--- src/rtl/scm_ram.sv ---
// Generic single-write, single-read RAM with registered read data.
// No dependencies.
module scm_ram #(
  parameter int unsigned WIDTH = 8,
  parameter int unsigned DEPTH = 16
) (
  input  logic                     clk_i,
  input  logic                     we_i,
  input  logic [$clog2(DEPTH)-1:0] waddr_i,
  input  logic [WIDTH-1:0]         wdata_i,
  input  logic                     re_i,
  input  logic [$clog2(DEPTH)-1:0] raddr_i,
  output logic [WIDTH-1:0]         rdata_o
);

  logic [WIDTH-1:0] mem_q [DEPTH];
  logic [WIDTH-1:0] rdata_q;

  // Read returns the old word when both ports hit the same address
  always_ff @(posedge clk_i) begin
    if (we_i) begin
      mem_q[waddr_i] <= wdata_i;
    end
    if (re_i) begin
      rdata_q <= mem_q[raddr_i];
    end
  end

  assign rdata_o = rdata_q;

endmodule

--- config.mk ---
export PLATFORM = sky130hd
export DESIGN_NAME = scm_ram
export DESIGN_NICKNAME = d
export VERILOG_FILES = /design/src/rtl/scm_ram.sv
export SDC_FILE = /design/constraint.sdc
export NUM_CORES = 1
export LEC_CHECK = 0
export BUFFER_PORTS_ARGS = -buffer_cell sky130_fd_sc_hd__buf_2
export CAP_MARGIN = 20
export CORE_ASPECT_RATIO = 0.8
export CORE_MARGIN = 8
export CORE_UTILIZATION = 58
export CTS_CLUSTER_DIAMETER = 50
export CTS_CLUSTER_SIZE = 30
export DETAILED_ROUTE_END_ITERATION = 12
export PLACE_DENSITY_LB_ADDON = 0.25
export SLEW_MARGIN = 10
export SYNTH_ARGS = -nofsm -noshare
export SYNTH_HDL_FRONTEND = slang
export SYNTH_SLANG_ARGS = --single-unit
export TNS_END_PERCENT = 1
--- constraint.sdc ---
create_clock -name clk_i -period 1.9 [get_ports clk_i]
set_input_delay 0.095 -clock clk_i [delete_from_list [all_inputs] [get_ports clk_i]]
set_output_delay 0.095 -clock clk_i [all_outputs]
set_load 0.05 [all_outputs]
==> impl_metrics.json, run 1 <==
{
  "outcome": "complete, no violations",
  "cts_hold_buf": 0,
  "synthCells": 229,
  "initial_core_util_pct": 58.6,
  "htreeDepth": 4,
  "synth_top_area_share_pct": 78.1,
  "p_sw_uw": 1450,
  "gp_congestion": 0.707,
  "cp_data_required_time_ns": 2.04,
  "io-pin-count": 27,
  "leakage_uw": 0.00211,
  "grt_use_met2_pct": 26.3,
  "critPathKind": "register to register",
  "dieHeight_um": 101,
  "grt_max_degree": 25,
  "clock_tree.buffer_depth": 2,
  "insertion_delay_ns": 0.41,
  "synth_flop_cell": "edfxtp_1",
  "final_util_pct": 69.4,
  "p_sw_share_pct": 21.0,
  "drtIter0Drc": 265,
  "internal_power_uw": 5450,
  "postSynthAreaPerCell_um2": 22.8,
  "critPathLaunchType": "register",
  "use_met3_pct": 5.77,
  "final_hold_viol_count": 0,
  "rsz0062_at_grt": "false",
  "postLayoutCellArea_um2": 6190,
  "power.density_nw_per_um2": 1120,
  "hold_path.class": "input port to register",
  "synth_most_common_cell": "edfxtp_1",
  "yosys-top-cells-area": "edfxtp_1, mux4_2, mux4_1",
  "cts.reportedPaths.clkPinSlew_ns": 0.06,
  "busiest_layer": "met2",
  "syn_area_um2": 5230,
  "cts_tree": "built",
  "area_delta_synth_final_pct": 18.4,
  "drc": 0,
  "viasPerCell": 5.93,
  "port_buffers": 26,
  "synth-async-reset-ratio_pct": 0,
  "cts_made_buffers": 17,
  "final_nets": 304,
  "p_comb_share_pct": 5.2,
  "synth_top_area_cell": "edfxtp_1",
  "worst_slack_ns": 0.409,
  "period_share_pct": 78.5,
  "clkSinkCount": 136,
  "peakVddDrop_mv": 0.654,
  "r2r_slack_ns": 0.41,
  "max_freq_mhz": 671,
  "detail-route-antenna-nets": 0,
  "r2r_start": "mem_q[11][7]$_DFFE_PP_",
  "post_cts_buffers": 0,
  "dp_slack_ns": 0.298,
  "grt_use_met1_pct": 24.0,
  "pwr-share-seq_pct": 49.3,
  "cts-root-buf": "clkbuf_16",
  "r2r-end": "rdata_o[7]$_DFFE_PP_",
  "core-area_um2": 8920,
  "end_kind": "register",
  "ys_types": 18,
  "synth_fp_nets": 248,
  "crit_start": "mem_q[11][7]$_DFFE_PP_",
  "drv_cap": 0,
  "dieArea_um2": 12300,
  "routed_wl_um": 9870,
  "skew_ns": 0.00764,
  "fill_cells": 566,
  "synth-seq-area-share_pct": 78.1,
  "dpl-instance-area_um2": 5610,
  "wire_per_inst_um": 23.9,
  "cp.arrival_ns": 1.63,
  "vias": 2451,
  "grt_pass1_wl_um": 15100,
  "worstMarginPinSlew_ns": 0.409,
  "reg2regPathDepth": 3,
  "grt_usage_pct": 17.6,
  "die_w_um": 122,
  "finalSetupViolCount": 0,
  "num_rows": 31,
  "synth_common_cells": "edfxtp_1, mux4_2, a22oi_1",
  "ys_seq_elements": 136,
  "synth-edff-count": 136,
  "endpoint": "rdata_o[7]$_DFFE_PP_",
  "yosys_warnings": 0,
  "grt-ovfl-total": 0,
  "slew_headroom_pct": 72.7,
  "dp_hpwl_um": 6150,
  "finalSetupTns_ns": 0,
  "report.final.slew_viol_count": 0,
  "diodes": 0,
  "drtPass1Iterations": 4,
  "crit_fanout": 1,
  "grt_pass1_vias": 2564,
  "cts-resized-gates": 0,
  "p_clk_share_pct": 45.5,
  "fin_crit_ns": 1.49,
  "grt_antenna_before_repair": 0,
  "drive_above_1_share_pct": 31.9
}
==> how the worst min path moves through the flow <==
stage	to	depth (start not counted)	from	slack, ns
after floorplan	mem_q[0][0]$_DFFE_PP_	0	wdata_i[0]	0.19
after global placement	mem_q[6][5]$_DFFE_PP_	1	wdata_i[5]	0.48
after detailed placement	rdata_o[1]$_DFFE_PP_	1	re_i	0.49
after CTS	rdata_o[2]$_DFFE_PP_	1	re_i	0.06
after global routing	rdata_o[2]$_DFFE_PP_	1	re_i	0.05
final	mem_q[6][5]$_DFFE_PP_	1	wdata_i[5]	0.07
==> worst max-delay path: stages (launching register included) <==
cell and delay (ns):
edfxtp_1 0.37, mux4_2 0.48, a22oi_1 0.28, nand2_1 0.09
==> state kept, by name (all words and copies together), names as in the netlist <==
signal	flops
rdata_o	8
mem_q	128
==> kinds of logic after synthesis <==
logic type | count (synthesis) | share of synthesized area, %
buffers and inverters | 10 | 1.65
AND/OR/NAND/NOR | 35 | 3.14
multiplexers | 32 | 14.8
AO/OA/AOI/OAI | 16 | 2.30
flip-flops | 136 | 78.1
==> area by class of cell <==
type | count | area (um^2) | area share (%)
Sequential cell | 136 | 4080 | 66.0
Multi-Input combinational cell | 83 | 1060 | 17.1
Clock buffer | 17 | 425 | 6.88
Timing Repair Buffer | 47 | 325 | 5.26
Clock inverter | 15 | 151 | 2.45
Tap cell | 115 | 144 | 2.33
==> power by group through the flow <==
stage,Combinational [uW],Clock (uW),Sequential [uW]
finish,361,3140,3400
global route,388,3320,3400
CTS,366,3180,3400
detailed placement,363,0,3460
global placement,357,0,3460
floorplan,171,0,3510
==> through the flow <==
stage                     power (uW)  instances  hold WS, ns
final                           6900        413       0.0677
after global routing            7110        413       0.0480
after CTS                       6950        413       0.0556
after detailed placement        3830        381        0.485
after global placement          3820        381        0.481
after floorplan                 3680        229        0.194
==> layout by cell type (no fill, tap or decap) <==
cell and count:
clkinvlp_4 3, nand2b_1 2, nand3b_1 2, nor2b_1 1, and2_1 1, and2b_1 1
clkinv_4 3, nor3_1 4, buf_4 18, clkinv_2 1, edfxtp_1 136, buf_12 3
nor2_1 13, mux4_1 14, clkinv_1 3, bufinv_16 2, inv_6 3, mux4_2 18
buf_2 26, nand2_1 9, or3b_2 1, a22oi_1 16, nand3_1 1, clkbuf_16 17
==> per-layer routing <==
| metal | wire length, um | vias to the layer above | share of wire, % |
|---|---|---|---|
| li1 | - | 1094 | - |
| met1 | 4290 | 1254 | 43 |
| met2 | 4730 | 101 | 48 |
| met3 | 814 | 2 | 8.2 |
| met4 | 30 | 0 | 0.30 |
| met5 | 0 | - | 0 |
(Power assumes the default switching activity.)
==> inputs of run 2 (changes only) <==
Clock period 1.9 ns to 1.5 ns, I/O delays scaled along.
==> run 2 against run 1 <==
Effect of this change: register-to-register slack lost 0.35 ns; design area increased by 0.51%; fmax rose by 3.6%; clock skew fell by 0.0029 ns; global-route usage decreased by 0.50 points; worst setup slack worse by 0.35 ns; die area unchanged; utilization rose by 0.35 points; combinational power increased by 28%; critical path depth did not move; first-iteration DRC count is 1.1% higher; clock power rose by 27%; highest routed layer is now met5.
==> impl_metrics.json, run 2 (synthesized netlist as in run 1, its figures left out) <==
{
  "outcome": "complete, no violations",
  "insertion_delay_ns": 0.41,
  "grt-ovfl-total": 0,
  "finalSetupViolCount": 0,
  "final_nets": 304,
  "cts_tree": "built",
  "report.final.slew_viol_count": 0,
  "clkSinkCount": 136,
  "diodes": 0,
  "seq_area_um2": 4080,
  "cp.arrival_ns": 1.59,
  "slew_headroom_pct": 70.6,
  "peakVddDrop_mv": 0.806,
  "cts-root-buf": "clkbuf_16",
  "fin_crit_ns": 1.44,
  "largest_reg_flops": 128,
  "routed_wl_um": 9640,
  "cts_made_buffers": 17,
  "cp_data_required_time_ns": 1.65,
  "path_delay_family": "multiplexers",
  "dieArea_um2": 12300,
  "crit_start": "mem_q[10][1]$_DFFE_PP_",
  "die_w_um": 122,
  "rsz0062_at_grt": "false",
  "multi_input_area_um2": 1080,
  "postLayoutCellArea_um2": 6220,
  "grt_pass1_wl_um": 14700,
  "viasPerCell": 6.02,
  "finalSetupTns_ns": 0,
  "critPathKind": "register to register",
  "r2r_start": "mem_q[10][1]$_DFFE_PP_",
  "fin_hold_ws_ns": 0.0428,
  "final_cell_mix": "edfxtp_1, buf_2, mux4_2",
  "clock_tree.buffer_depth": 2,
  "worst_slack_ns": 0.0609,
  "grt_usage_pct": 17.1,
  "port_buffers": 26,
  "power.density_nw_per_um2": 1410,
  "holdCritStartpoint": "re_i",
  "crit_path_max_incr_delay_ns": 0.50,
  "leakage_uw": 0.00211,
  "num_rows": 31,
  "wire_per_inst_um": 23.3,
  "vias": 2486,
  "gp_congestion": 0.742,
  "initial_core_util_pct": 58.6,
  "htreeDepth": 4,
  "final_common_cell": "edfxtp_1",
  "detail-route-antenna-nets": 0,
  "dpl-instance-area_um2": 5620,
  "drtIter0Drc": 268,
  "post_cts_buffers": 0,
  "grt_pass1_vias": 2563,
  "drtPass1Iterations": 4,
  "critPathLaunchType": "register",
  "fill_cells": 563,
  "drv_cap": 0,
  "core-area_um2": 8920,
  "hold_path.class": "input port to register",
  "dieHeight_um": 101,
  "critPathSlowestCell": "mux4_1",
  "cp_num_buf_inv": 0,
  "drc": 0,
  "dp_hpwl_um": 6260,
  "dp_slack_ns": -0.108,
  "period_share_pct": 95.9,
  "drive_above_1_share_pct": 34.2,
  "worstMarginPinSlew_ns": 0.441,
  "io-pin-count": 27,
  "crit_fanout": 1,
  "regMostFlops": "mem_q",
  "end_kind": "register",
  "grt_antenna_before_repair": 1,
  "final_hold_viol_count": 0,
  "max_freq_mhz": 695,
  "cp_cell_sequence": "mux4_1 -> a22oi_1 -> nand2_1",
  "grt_max_degree": 33,
  "cts.reportedPaths.clkPinSlew_ns": 0.06,
  "skew_ns": 0.00471,
  "area_delta_synth_final_pct": 19.0
}
-- run 2: cell types whose count changed in the layout (fill, tap and decap cells not counted), moves of 2 or more --
cell	delta
clkinv_4	+3
clkbuf_1	+2
a22oi_2	+5
a22oi_1	-5
clkinv_1	-2
-- run 2: stage by stage --
stage,util (%),total power [uW],cells
6_report,69.7,8760,413
2_1_floorplan,-,4660,229
5_1_grt,69.7,8990,413
3_5_place_dp,62.9,4840,381
4_1_cts,69.5,8810,413
3_3_place_gp,62.9,4830,381
-- run 2: repair_timing --
item                                    CTS  global route
endpoints found under the setup margin    1             4
resized for setup                         2             4
hold buffers                              0             0
-- run 2: worst reg2reg max path, delay by kind of cell (launching register included) --
kind	cells	cell delay (ns)
AO/OA/AOI/OAI	1	0.23
flip-flops	1	0.36
multiplexers	1	0.50
AND/OR/NAND/NOR	1	0.09
-- run 2: cell type report --
cell class	count	share of cell area, %
Clock buffer	19	6.96
Clock inverter	13	2.39
Multi-Input combinational cell	83	17.4
Sequential cell	136	65.7
Tap cell	115	2.31
Timing Repair Buffer	47	5.23
-- run 2: worst paths after layout --
check,end,slack [ns],cells past startpoint
max,rdata_o[1]$_DFFE_PP_,0.06,3
min,rdata_o[4]$_DFFE_PP_,0.04,1
max reg2reg,rdata_o[1]$_DFFE_PP_,0.06,3
min reg2reg,rdata_o[0]$_DFFE_PP_,0.76,3
-- run 2: per-layer routing --
layer	vias to the layer above	wire length, um	track usage [%]
met3	12	699	4.87
met2	80	4560	25.9
met1	1296	4220	22.6
met4	2	146	7.76
met5	-	10	0
li1	1096	-	-
-- run 2: power breakdown --
group          switching (uW)  internal (uW)
Combinational             284            179
Clock                    1520           2460
Sequential               23.5           4280
==> inputs of run 3 (changes only) <==
Settings changed: MAX_ROUTING_LAYER set to met4.
==> run 3 against run 2 <==
Effect of this change: cell count grew 0.24%; largest power group unchanged; routed wire length is 0.62% higher; critical endpoint unchanged; worst hold slack gained 0.0056 ns; critical path type unchanged.
==> impl_metrics.json, run 3 (synthesized netlist as in run 1, its figures left out) <==
{
  "dieHeight_um": 101,
  "drc": 0,
  "insertion_delay_ns": 0.40,
  "rsz0062_at_grt": "false",
  "crit_fanout": 1,
  "grt_pass1_wl_um": 14800,
  "cp.arrival_ns": 1.58,
  "gp_congestion": 0.752,
  "report.final.slew_viol_count": 0,
  "fin_hold_ws_ns": 0.0484,
  "clock_tree.buffer_depth": 2,
  "clkSinkCount": 136,
  "io-pin-count": 27,
  "skew_ns": 0.00489,
  "drive_above_1_share_pct": 34.2,
  "hold_path.class": "input port to register",
  "port_buffers": 26,
  "critPathLaunchType": "register",
  "detail-route-antenna-nets": 0,
  "largest_reg_flops": 128,
  "finalSetupViolCount": 0,
  "grt-ovfl-total": 0,
  "cts_made_buffers": 17,
  "htreeDepth": 4,
  "wire_per_inst_um": 23.4,
  "grt_pass1_vias": 2560,
  "vias": 2467,
  "period_share_pct": 95.6,
  "outcome": "complete, no violations",
  "end_kind": "register",
  "grt_antenna_before_repair": 1,
  "fill_cells": 563,
  "cp_data_required_time_ns": 1.65,
  "drtIter0Drc": 223,
  "slew_headroom_pct": 70.1,
  "dp_hpwl_um": 6260,
  "final_hold_viol_count": 0,
  "max_freq_mhz": 697,
  "grt_usage_pct": 17.6,
  "area_delta_synth_final_pct": 19.0,
  "cts.reportedPaths.clkPinSlew_ns": 0.06,
  "die_w_um": 122,
  "power.density_nw_per_um2": 1410,
  "regMostFlops": "mem_q",
  "leakage_uw": 0.00211,
  "num_rows": 31,
  "fin_crit_ns": 1.43,
  "cts_tree": "built",
  "critPathKind": "register to register",
  "cts_hold_buf": 0,
  "worstMarginPinSlew_ns": 0.449,
  "finalSetupTns_ns": 0,
  "drv_cap": 0,
  "final_cell_mix": "edfxtp_1, buf_2, mux4_2",
  "peakVddDrop_mv": 0.805,
  "core-area_um2": 8920,
  "dieArea_um2": 12300,
  "final_nets": 304,
  "drtPass1Iterations": 4,
  "grt_max_degree": 33,
  "final_common_cell": "edfxtp_1",
  "cts-root-buf": "clkbuf_16",
  "routed_wl_um": 9700,
  "viasPerCell": 5.96,
  "power_uw": 8750,
  "initial_core_util_pct": 58.6
}
-- run 3: changes by cell type in the layout (fill, tap and decap cells not counted), sizes merged --
cell	before	now
diode	0	1
-- run 3: worst paths after layout --
kind,startpoint,endpoint,slack (ns),depth (start not counted)
setup reg to reg,mem_q[10][1]$_DFFE_PP_,rdata_o[1]$_DFFE_PP_,0.07,3
hold / removal,re_i,rdata_o[4]$_DFFE_PP_,0.05,1
setup / recovery,mem_q[10][1]$_DFFE_PP_,rdata_o[1]$_DFFE_PP_,0.07,3
hold reg to reg,mem_q[15][0]$_DFFE_PP_,rdata_o[0]$_DFFE_PP_,0.76,3
-- run 3: layer usage --
layer | track usage, % | part of all wire (%)
met5 | - | 0
met4 | 7.76 | 0.76
met3 | 4.87 | 7.0
met2 | 26.0 | 48
met1 | 22.5 | 44
-- run 3: layout make-up --
cell class                 instances  area, um^2  area share (%)
tap                              115         144            2.31
sequential                       136        4080            65.6
antenna                            1        2.50          0.0402
multi-input combinational         83        1080            17.4
clock inverter                    13         149            2.39
timing repair buffer              47         325            5.23
clock buffer                      19         433            6.96
-- run 3: repair_timing --
item / 4_1_cts / 5_1_grt
pin swaps: 0 / 0
setup endpoints to repair: 1 / 4
resized for setup: 2 / 4
buffers inserted: 0 / 0
-- run 3: stage by stage --
step                      setup slack, ns  std cells  area [um^2]  utilization [%]
after global placement            -0.0693        381         5620             62.9
after CTS                          0.0274        413         6200             69.5
final                              0.0658        414         6220             69.7
after detailed placement           -0.108        381         5620             62.9
after floorplan                     0.143        229         5230                -
after global routing              0.00500        414         6220             69.7
-- run 3: report_power, final --
| part | internal, uW | switching [uW] |
|---|---|---|
| combinational | 179 | 284 |
| clock | 2460 | 1510 |
| sequential | 4280 | 23.5 |
-- run 3: critical path: stages, from the launching register on --
cell and delay, ns:
edfxtp_1 0.36, mux4_1 0.50, a22oi_1 0.23, nand2_1 0.09
